[config.mk]
export PLATFORM = sky130hd
export DESIGN_NAME = packbits_scanline_decoder
export DESIGN_NICKNAME = d
export VERILOG_FILES = /design/src/hw/rtl/pbd_pkg.sv /design/src/hw/rtl/pbd_front.sv /design/src/hw/rtl/pbd_back.sv /design/src/hw/rtl/pbd_res_queue.sv /design/src/hw/rtl/packbits_scanline_decoder.sv
export SDC_FILE = /design/constraint.sdc
export NUM_CORES = 1
export LEC_CHECK = 0
export ABC_AREA = 1
export BUFFER_PORTS_ARGS = -buffer_cell sky130_fd_sc_hd__buf_2
export CORE_UTILIZATION = 65
export DETAILED_ROUTE_END_ITERATION = 7
export PLACE_DENSITY_LB_ADDON = 0.15
export RECOVER_POWER = 100
export SETUP_SLACK_MARGIN = 0.2
export SLEW_MARGIN = 30
export SYNTH_ARGS = -nofsm -noshare
export SYNTH_HDL_FRONTEND = slang
export SYNTH_SLANG_ARGS = --single-unit
export TNS_END_PERCENT = 5
[constraint.sdc]
create_clock -name i_clk -period 11.08 [get_ports i_clk]
set_clock_uncertainty 0.15 [all_clocks]
set_input_delay 2.77 -clock i_clk [delete_from_list [all_inputs] [get_ports i_clk]]
set_output_delay 2.77 -clock i_clk [all_outputs]
set_load 0.005 [all_outputs]
[src/hw/rtl/pbd_pkg.sv]
// Shared types and constants for the PackBits scanline decoder.
// Used by the front queue, the decode back end, the result queue and the top level.
package pbd_pkg;

    // Row length above row_bytes plus this slack is a format error
    localparam int unsigned LENGTH_SLACK = 80;

    // row_bytes above this value gives a two-byte row length
    localparam logic [14:0] LONG_LEN_ROW_BYTES = 15'd250;
    // row_bytes below this value selects raw rows
    localparam logic [14:0] RAW_ROW_LIMIT = 15'd8;
    // column counter saturation value
    localparam logic [15:0] COLUMN_SAT = 16'hFFFF;
    // repeat length is 257 minus the control byte
    localparam logic [8:0] RUN_BASE = 9'd257;

    // configuration register indexes
    localparam logic [1:0] CFG_ROW_BYTES    = 2'd0;
    localparam logic [1:0] CFG_IMAGE_WIDTH  = 2'd1;
    localparam logic [1:0] CFG_IMAGE_HEIGHT = 2'd2;

    typedef enum logic [2:0] {
        PH_LEN,
        PH_LEN_LO,
        PH_CTRL,
        PH_REP,
        PH_LIT
    } t_phase;

    // input word after classification
    typedef struct packed {
        logic [7:0] data;
        logic       is_run;
        logic [7:0] pkt_len;
    } t_byte_info;

    // front queue to back end
    typedef struct packed {
        logic       valid;
        t_byte_info info;
    } t_front_out;

    typedef struct packed {
        logic [7:0]  pixel_index;
        logic [14:0] start_x;
        logic [7:0]  pixel_count;
        logic [14:0] row_number;
        logic        row_end;
        logic        image_end;
        logic        bad_format;
    } t_result;

endpackage

[src/hw/rtl/pbd_front.sv]
// Front end: two-entry input queue that classifies each data word as it enters.
// Depends on pbd_pkg for the classified word type.
module pbd_front (
    input  logic                i_clk,
    input  logic                i_rst_n,
    input  logic                i_push,
    input  logic [7:0]          i_data_byte,
    output logic                o_full,
    output pbd_pkg::t_front_out o_front,
    input  logic                i_take
);

    pbd_pkg::t_byte_info r_mem [2];
    logic                r_wr_ptr;
    logic                r_rd_ptr;
    logic [1:0]          r_count;
    logic [1:0]          n_count;
    pbd_pkg::t_byte_info w_info;
    logic                w_push;
    logic                w_pop;

    // a control byte with the top bit set opens a run, else a literal
    always_comb begin
        w_info.data    = i_data_byte;
        w_info.is_run  = i_data_byte[7];
        w_info.pkt_len = i_data_byte[7] ? 8'(pbd_pkg::RUN_BASE - {1'b0, i_data_byte})
                                        : i_data_byte + 8'd1;
    end

    assign o_full         = (r_count == 2'd2);
    assign w_push         = i_push && !o_full;
    assign w_pop          = i_take && (r_count != 2'd0);
    assign o_front.valid  = (r_count != 2'd0);
    assign o_front.info   = r_mem[r_rd_ptr];

    always_comb begin
        n_count = r_count;
        if (w_push && !w_pop) begin
            n_count = r_count + 2'd1;
        end else if (w_pop && !w_push) begin
            n_count = r_count - 2'd1;
        end
    end

    always_ff @(posedge i_clk) begin
        if (!i_rst_n) begin
            r_wr_ptr <= 1'b0;
            r_rd_ptr <= 1'b0;
            r_count  <= 2'd0;
        end else begin
            r_count <= n_count;
            if (w_push) begin
                r_wr_ptr <= !r_wr_ptr;
            end
            if (w_pop) begin
                r_rd_ptr <= !r_rd_ptr;
            end
        end
    end

    always_ff @(posedge i_clk) begin
        if (w_push) begin
            r_mem[r_wr_ptr] <= w_info;
        end
    end

endmodule

[src/hw/rtl/pbd_back.sv]
// Back end: configuration registers and the row/packet decode state machine.
// Takes one word a cycle while the result queue has room; depends on pbd_pkg.
module pbd_back (
    input  logic                i_clk,
    input  logic                i_rst_n,
    input  logic                i_cfg_we,
    input  logic [1:0]          i_cfg_index,
    input  logic [14:0]         i_cfg_data,
    input  pbd_pkg::t_front_out i_front,
    input  logic                i_room,
    output logic                o_take,
    output logic                o_res_push,
    output pbd_pkg::t_result    o_res
);

    logic [14:0]      r_row_bytes;
    logic [14:0]      r_image_width;
    logic [14:0]      r_image_height;

    pbd_pkg::t_phase  r_phase,          n_phase;
    logic [15:0]      r_line_length,    n_line_length;
    logic [15:0]      r_bytes_consumed, n_bytes_consumed;
    logic [7:0]       r_packet_remaining, n_packet_remaining;
    logic [7:0]       r_repeat_count,   n_repeat_count;
    logic [15:0]      r_column,         n_column;
    logic [15:0]      r_current_row,    n_current_row;
    logic             r_halted,         n_halted;

    pbd_pkg::t_byte_info w_info;
    logic             w_active;
    logic             w_raw;
    logic             w_long_len;
    logic [15:0]      w_bc_inc;
    logic             w_raw_end;
    logic             w_pkt_end;
    logic [15:0]      w_row_inc;
    logic             w_img_done;
    logic [7:0]       w_place_n;
    logic             w_in_width;
    logic [15:0]      w_avail;
    logic [7:0]       w_cnt;
    logic [14:0]      w_sx;
    logic [16:0]      w_col_sum;
    logic [15:0]      w_col_next;
    logic [15:0]      w_len_value;
    logic             w_bad_len;
    logic [7:0]       w_pkt_dec;
    logic             w_finish;
    logic             w_res_valid;

    assign w_info = i_front.info;
    assign o_take = i_front.valid && i_room;

    // shared datapath: counters, column placement with clipping, length checks
    always_comb begin
        w_active   = !r_halted && (r_current_row < {1'b0, r_image_height});
        w_raw      = (r_row_bytes < pbd_pkg::RAW_ROW_LIMIT);
        w_long_len = (r_row_bytes > pbd_pkg::LONG_LEN_ROW_BYTES);
        w_bc_inc   = r_bytes_consumed + 16'd1;
        w_raw_end  = (w_bc_inc >= {1'b0, r_row_bytes});
        w_pkt_end  = (w_bc_inc >= r_line_length);
        w_row_inc  = r_current_row + 16'd1;
        w_img_done = (w_row_inc >= {1'b0, r_image_height});
        w_place_n  = (!w_raw && (r_phase == pbd_pkg::PH_REP)) ? r_repeat_count : 8'd1;
        w_in_width = (r_column < {1'b0, r_image_width});
        w_avail    = {1'b0, r_image_width} - r_column;
        if (w_in_width) begin
            w_cnt = ({8'd0, w_place_n} < w_avail) ? w_place_n : w_avail[7:0];
            w_sx  = r_column[14:0];
        end else begin
            w_cnt = 8'd0;
            w_sx  = 15'd0;
        end
        w_col_sum   = {1'b0, r_column} + {9'd0, w_place_n};
        w_col_next  = w_col_sum[16] ? pbd_pkg::COLUMN_SAT : w_col_sum[15:0];
        w_len_value = (r_phase == pbd_pkg::PH_LEN_LO) ? (r_line_length | {8'd0, w_info.data})
                                                      : {8'd0, w_info.data};
        w_bad_len   = ({1'b0, w_len_value} >
                       ({2'b0, r_row_bytes} + 17'(pbd_pkg::LENGTH_SLACK)));
        w_pkt_dec   = (r_packet_remaining != 8'd0) ? r_packet_remaining - 8'd1 : 8'd0;
    end

    // next state
    always_comb begin
        n_phase            = r_phase;
        n_line_length      = r_line_length;
        n_bytes_consumed   = r_bytes_consumed;
        n_packet_remaining = r_packet_remaining;
        n_repeat_count     = r_repeat_count;
        n_column           = r_column;
        n_current_row      = r_current_row;
        n_halted           = r_halted;
        w_finish           = 1'b0;
        if (w_active && w_raw) begin
            if (r_row_bytes != 15'd0) begin
                n_column         = w_col_next;
                n_bytes_consumed = w_bc_inc;
                w_finish         = w_raw_end;
            end
        end else if (w_active) begin
            unique case (r_phase)
                pbd_pkg::PH_CTRL: begin
                    n_bytes_consumed = w_bc_inc;
                    if (w_info.is_run) begin
                        n_repeat_count = w_info.pkt_len;
                        n_phase        = pbd_pkg::PH_REP;
                    end else begin
                        n_packet_remaining = w_info.pkt_len;
                        n_phase            = pbd_pkg::PH_LIT;
                    end
                    w_finish = w_pkt_end;
                end
                pbd_pkg::PH_REP: begin
                    n_bytes_consumed = w_bc_inc;
                    n_column         = w_col_next;
                    n_phase          = pbd_pkg::PH_CTRL;
                    w_finish         = w_pkt_end;
                end
                pbd_pkg::PH_LIT: begin
                    n_bytes_consumed   = w_bc_inc;
                    n_column           = w_col_next;
                    n_packet_remaining = w_pkt_dec;
                    if (w_pkt_dec == 8'd0) begin
                        n_phase = pbd_pkg::PH_CTRL;
                    end
                    w_finish = w_pkt_end;
                end
                default: begin
                    if ((r_phase != pbd_pkg::PH_LEN_LO) && w_long_len) begin
                        n_line_length = {w_info.data, 8'd0};
                        n_phase       = pbd_pkg::PH_LEN_LO;
                    end else begin
                        n_line_length = w_len_value;
                        if (w_bad_len) begin
                            n_halted = 1'b1;
                        end else if (w_len_value == 16'd0) begin
                            w_finish = 1'b1;
                        end else begin
                            n_bytes_consumed = 16'd0;
                            n_column         = 16'd0;
                            n_phase          = pbd_pkg::PH_CTRL;
                        end
                    end
                end
            endcase
        end
        // close the row: clear row counters and wait for the next length
        if (w_finish) begin
            n_column           = 16'd0;
            n_bytes_consumed   = 16'd0;
            n_line_length      = 16'd0;
            n_packet_remaining = 8'd0;
            n_repeat_count     = 8'd0;
            n_phase            = pbd_pkg::PH_LEN;
            n_current_row      = w_row_inc;
        end
    end

    // result word
    always_comb begin
        w_res_valid       = 1'b0;
        o_res.pixel_index = 8'd0;
        o_res.start_x     = 15'd0;
        o_res.pixel_count = 8'd0;
        o_res.row_number  = r_current_row[14:0];
        o_res.row_end     = 1'b0;
        o_res.image_end   = 1'b0;
        o_res.bad_format  = 1'b0;
        if (w_active && w_raw) begin
            if (r_row_bytes != 15'd0) begin
                w_res_valid       = (w_cnt != 8'd0) || w_raw_end;
                o_res.pixel_index = w_info.data;
                o_res.start_x     = w_sx;
                o_res.pixel_count = w_cnt;
                o_res.row_end     = w_raw_end;
                o_res.image_end   = w_raw_end && w_img_done;
            end
        end else if (w_active) begin
            unique case (r_phase)
                pbd_pkg::PH_CTRL: begin
                    w_res_valid     = w_pkt_end;
                    o_res.row_end   = 1'b1;
                    o_res.image_end = w_img_done;
                end
                pbd_pkg::PH_REP, pbd_pkg::PH_LIT: begin
                    w_res_valid       = (w_cnt != 8'd0) || w_pkt_end;
                    o_res.pixel_index = w_info.data;
                    o_res.start_x     = w_sx;
                    o_res.pixel_count = w_cnt;
                    o_res.row_end     = w_pkt_end;
                    o_res.image_end   = w_pkt_end && w_img_done;
                end
                default: begin
                    if (!((r_phase != pbd_pkg::PH_LEN_LO) && w_long_len)) begin
                        if (w_bad_len) begin
                            w_res_valid      = 1'b1;
                            o_res.bad_format = 1'b1;
                        end else if (w_len_value == 16'd0) begin
                            w_res_valid     = 1'b1;
                            o_res.row_end   = 1'b1;
                            o_res.image_end = w_img_done;
                        end
                    end
                end
            endcase
        end
    end

    assign o_res_push = o_take && w_res_valid;

    always_ff @(posedge i_clk) begin
        if (!i_rst_n) begin
            r_row_bytes        <= 15'd0;
            r_image_width      <= 15'd0;
            r_image_height     <= 15'd0;
            r_phase            <= pbd_pkg::PH_LEN;
            r_line_length      <= 16'd0;
            r_bytes_consumed   <= 16'd0;
            r_packet_remaining <= 8'd0;
            r_repeat_count     <= 8'd0;
            r_column           <= 16'd0;
            r_current_row      <= 16'd0;
            r_halted           <= 1'b0;
        end else begin
            if (i_cfg_we) begin
                if (i_cfg_index == pbd_pkg::CFG_ROW_BYTES) begin
                    r_row_bytes <= i_cfg_data;
                end
                if (i_cfg_index == pbd_pkg::CFG_IMAGE_WIDTH) begin
                    r_image_width <= i_cfg_data;
                end
                if (i_cfg_index == pbd_pkg::CFG_IMAGE_HEIGHT) begin
                    r_image_height <= i_cfg_data;
                end
            end
            if (o_take) begin
                r_phase            <= n_phase;
                r_line_length      <= n_line_length;
                r_bytes_consumed   <= n_bytes_consumed;
                r_packet_remaining <= n_packet_remaining;
                r_repeat_count     <= n_repeat_count;
                r_column           <= n_column;
                r_current_row      <= n_current_row;
                r_halted           <= n_halted;
            end
        end
    end

endmodule

[src/hw/rtl/pbd_res_queue.sv]
// Two-entry result queue between the decode back end and the output ports.
// Depends on pbd_pkg for the result word type.
module pbd_res_queue (
    input  logic             i_clk,
    input  logic             i_rst_n,
    input  logic             i_push,
    input  pbd_pkg::t_result i_res,
    output logic             o_room,
    output logic             o_empty,
    input  logic             i_pop,
    output pbd_pkg::t_result o_res
);

    pbd_pkg::t_result r_mem [2];
    logic             r_wr_ptr;
    logic             r_rd_ptr;
    logic [1:0]       r_count;
    logic [1:0]       n_count;
    logic             w_pop;

    assign o_empty = (r_count == 2'd0);
    assign w_pop   = i_pop && !o_empty;
    // a pop in the same cycle frees a slot for a full queue
    assign o_room  = (r_count != 2'd2) || w_pop;
    assign o_res   = r_mem[r_rd_ptr];

    always_comb begin
        n_count = r_count;
        if (i_push && !w_pop) begin
            n_count = r_count + 2'd1;
        end else if (w_pop && !i_push) begin
            n_count = r_count - 2'd1;
        end
    end

    always_ff @(posedge i_clk) begin
        if (!i_rst_n) begin
            r_wr_ptr <= 1'b0;
            r_rd_ptr <= 1'b0;
            r_count  <= 2'd0;
        end else begin
            r_count <= n_count;
            if (i_push) begin
                r_wr_ptr <= !r_wr_ptr;
            end
            if (w_pop) begin
                r_rd_ptr <= !r_rd_ptr;
            end
        end
    end

    always_ff @(posedge i_clk) begin
        if (i_push) begin
            r_mem[r_wr_ptr] <= i_res;
        end
    end

endmodule

[src/hw/rtl/packbits_scanline_decoder.sv]
// PackBits scanline decoder top: input queue, decode back end, result queue.
// Accepted words are queued, then decoded; results are queued again for the ports.
// Throughput: one word per cycle while the result queue has room; counters step per word.
// Bytes that write nothing, close no row and flag no format error give no result word.
// Reset (synchronous, active low) empties both queues, zeroes the registers and the
// decode state; the block takes words in the cycle after reset is released.
module packbits_scanline_decoder (
    input  logic        i_clk,
    input  logic        i_rst_n,
    input  logic        push,
    output logic        full,
    input  logic [7:0]  i_data_byte,
    output logic        empty,
    input  logic        pop,
    output logic [7:0]  o_pixel_index,
    output logic [14:0] o_start_x,
    output logic [7:0]  o_pixel_count,
    output logic [14:0] o_row_number,
    output logic        o_row_end,
    output logic        o_image_end,
    output logic        o_bad_format,
    input  logic        i_cfg_we,
    input  logic [1:0]  i_cfg_index,
    input  logic [14:0] i_cfg_data
);

    pbd_pkg::t_front_out w_front;
    logic                w_take;
    logic                w_room;
    logic                w_res_push;
    pbd_pkg::t_result    w_res_in;
    pbd_pkg::t_result    w_res_out;

    pbd_front u_front (
        .i_clk       (i_clk),
        .i_rst_n     (i_rst_n),
        .i_push      (push),
        .i_data_byte (i_data_byte),
        .o_full      (full),
        .o_front     (w_front),
        .i_take      (w_take)
    );

    pbd_back u_back (
        .i_clk       (i_clk),
        .i_rst_n     (i_rst_n),
        .i_cfg_we    (i_cfg_we),
        .i_cfg_index (i_cfg_index),
        .i_cfg_data  (i_cfg_data),
        .i_front     (w_front),
        .i_room      (w_room),
        .o_take      (w_take),
        .o_res_push  (w_res_push),
        .o_res       (w_res_in)
    );

    pbd_res_queue u_res_queue (
        .i_clk   (i_clk),
        .i_rst_n (i_rst_n),
        .i_push  (w_res_push),
        .i_res   (w_res_in),
        .o_room  (w_room),
        .o_empty (empty),
        .i_pop   (pop),
        .o_res   (w_res_out)
    );

    assign o_pixel_index = w_res_out.pixel_index;
    assign o_start_x     = w_res_out.start_x;
    assign o_pixel_count = w_res_out.pixel_count;
    assign o_row_number  = w_res_out.row_number;
    assign o_row_end     = w_res_out.row_end;
    assign o_image_end   = w_res_out.image_end;
    assign o_bad_format  = w_res_out.bad_format;

endmodule

==> run metrics <==
Area Growth Syn to Fin=8.54%; Post-CTS Setup Inserts=0; Final setup viols=0; Cells after Synth=1909; leading area contributor after synthesis=edfxtp_1; Hold WS=0.311 ns; Flop pwr share=33.2%; Via density=5.76; outcome=finished, violations left; CTS root buffer=clkbuf_16; failing checks=max-capacitance violations, max-slew violations; # fillers=1834; Gate power share=45.1%; cell count of the worst hold path=1; Psw=1810 µW; largest net degree at the start of global routing=58; clock power share=21.7%; Netlist Area Pre-Place=0.0158 mm²; RSZ-0062 raised after global routing=false; CP arrival=7.05 ns; initial antenna violation count=1; Slew @ Worst Pin=2.81 ns; vias in the first global route=12300; post-synth top area share=24.7%; Final ANT Viol Nets=0; nets=2121; critical path fanouts, max=41; DP HPWL=29000 µm; port bufs=80; Synth area leaders=edfxtp_1 25%, dfxtp_1 18%, ha_1 9.4%; H-tree depth=1; Die Ht=158 µm; Hold Startpoint=u_res_queue.r_rd_ptr; syn avg cell area=8.27 µm²; fmax=146 MHz; DIE AREA=0.0249 mm²; sequential fraction of the synthesis area=42.4%; total grt overflow=0; Initial DRC Count=1257; Net Sw Frac=42.5%; first-pass detailed-route iteration total=7; post-synthesis async set-or-reset flop share=0%; layout cells sized above 1=8.94%; final hold vios=0; PostCTS Resize Cnt=0; # rows=56; r2r setup slk=4.23 ns; setup_tns=0 ns; Power Dens Cells=248 mW/mm²; critical path launch point type=flop; reg2reg end=u_back.r_line_length[7]; RD Place Congestion=0.969; clock period minus worst slack=6.85 ns; library cells used by synthesis=56; CP Capture Type=flop; ant diodes=0; clock slew at reported path FFs=0.07 ns; routed wire length=39400 µm; VDD IR max=0.000192 V; Yosys reg bits=269; Final Cycle Share=61.8%; Yosys Warn Count=0; DRC=0; Internal Power=2440 µW; LEAKAGE=0.00724 µW; syn_nets=2059; slew margin rel.=-87.1%; Max-Cap Viols=8; worst min path class=flop to flop; Data required, critical path=11.28 ns; Routed WL per cell=17.0 µm; later-pin clock latency in the skew report=0.56 ns; CTS Buffer Depth=3; CTS Buf Count=27; Vias=13300; Post-synth EDFFs=130; die width=158 µm; Starting Density=66.8%; reg2reg path depth=24; # IOs=81; # clock sinks=269; Max Slew Vio Count=359; CTS tree=yes; first-pass GRT wire length=62200 µm; CORE AREA=0.0236 mm²; Tot Pwr=4240 µW; critical path class=flop to flop; CTS Hold Buffers Added=0; Most used DFF post-synth=dfxtp_1; CP startpoint=u_back.r_bytes_consumed[0]; GRT Overall Usage=32.0%; FF-to-FF Start=u_back.r_bytes_consumed[0]; hold endpoint=u_res_queue.r_rd_ptr
[layout by cell type (no fill, tap or decap), types with 7 or more instances in the layout]
cell	instances
nand2_1	304
inv_1	274
nor2_1	197
a21oi_1	195
dfxtp_1	139
edfxtp_1	130
ha_1	118
o21ai_0	117
nand3_1	89
mux2_2	49
clkbuf_1	49
buf_2	42
nor3_1	41
xor2_1	40
nand4_1	31
clkbuf_16	27
o21a_1	14
xnor2_1	11
nand2_2	11
a211oi_1	9
nand3b_1	9
mux2_1	8
o21ai_1	7
[how the worst max path moves through the flow]
| stage | end | slack, ns |
|---|---|---|
| finish | u_back.r_line_length[7] | 4.23 |
| global route | u_back.r_line_length[14] | 3.51 |
| CTS | u_back.r_line_length[7] | 6.03 |
| detailed placement | u_back.r_line_length[7] | 5.92 |
| global placement | u_back.r_line_length[7] | 5.97 |
| floorplan | u_res_queue.r_mem[0][0] | 5.05 |
[metal layers]
metal	up-vias	track usage, %	routed length [µm]
met5	-	0	8
met4	2	12.5	1370
met3	96	3.94	3020
met2	516	54.7	18700
met1	6188	41.3	16300
li1	6515	-	-
[kinds of logic (layout without fill, tap and decap cells)]
| logic type | after synthesis | after routing | share of synthesized area (%) |
|---|---|---|---|
| mux | 58 | 58 | 4.13 |
| simple gates | 710 | 710 | 19.8 |
| buf+inv | 334 | 417 | 8.41 |
| fa+ha+maj | 120 | 120 | 9.61 |
| xor+xnor | 53 | 53 | 3.04 |
| flops | 269 | 269 | 42.4 |
| compound gates | 365 | 365 | 12.6 |
[metrics by stage]
step	instance area [µm²]	setup WS (ns)	utilization, %	std cells
after floorplan	15800	5.05	-	1909
after global placement	16400	5.97	69.3	2261
after detailed placement	16400	5.92	69.3	2261
after CTS	17300	6.03	73.1	2311
after global routing	17100	3.51	72.5	2311
final	17100	4.23	72.5	2311
[power groups by stage]
stage                     clock network, µW  logic, µW  registers (µW)
after floorplan                           0       1490            1370
after global placement                    0       1870            1410
after detailed placement                  0       1920            1420
after CTS                               927       1940            1400
after global routing                    961       2150            1430
final                                   919       1920            1410
[cells in the mapped netlist (9+ instances only)]
master	n
nand2_1	301
inv_1	273
nor2_1	197
a21oi_1	189
dfxtp_1	139
edfxtp_1	130
ha_1	118
o21ai_0	113
nand3_1	89
mux2_2	57
nor3_1	41
xor2_1	40
clkbuf_1	32
nand4_1	31
o21a_1	14
nand2_2	13
a21oi_2	11
o21ai_1	11
xnor2_1	11
a211oi_1	9
nand3b_1	9
[area by class of cell]
class	instances	area, µm²	area share [%]
inverter	282	1060	6.20
tap	319	399	2.33
clock buffer	34	712	4.16
multi-input combinational	1306	7720	45.1
sequential	269	6690	39.0
timing repair buffer	85	372	2.17
clock inverter	16	174	1.02
[worst max-delay path, stage by stage, from the launching register on]
cell	delay, ns
dfxtp_1	0.45
ha_1	0.23
nand3_1	0.12
nor2_1	0.17
nand2_1	0.10
nor2_1	0.10
inv_1	0.05
nor2_1	0.15
nand3_1	0.14
nor3_1	0.21
xnor2_1	0.14
inv_1	0.09
ha_1	0.29
nand4_1	0.12
nor3_1	0.24
nand3_1	0.11
o2111ai_1	0.17
nor2_1	0.09
nand3b_1	0.22
nand2_1	0.09
nand2_1	0.88
a21oi_1	1.60
inv_1	0.47
nand2_1	0.17
a21oi_1	0.07
[sequential cells by signal (all words and copies together) (netlist names), named ones only]
| name | count |
|---|---|
| u_back.r_row_bytes | 15 |
| u_front.r_wr_ptr | 1 |
| u_back.r_current_row | 16 |
| u_res_queue.r_count | 2 |
| u_res_queue.r_rd_ptr | 1 |
| u_front.r_rd_ptr | 1 |
| u_back.r_phase | 3 |
| u_back.r_repeat_count | 8 |
| u_back.r_packet_remaining | 8 |
| u_back.r_halted | 1 |
| u_front.r_count | 2 |
| u_back.r_image_width | 15 |
| u_back.r_line_length | 16 |
| u_front.r_mem | 32 |
| u_back.r_bytes_consumed | 16 |
| u_res_queue.r_wr_ptr | 1 |
| u_res_queue.r_mem | 98 |
| u_back.r_column | 16 |
| u_back.r_image_height | 15 |
Note: power is estimated with default switching activity, not from simulation.
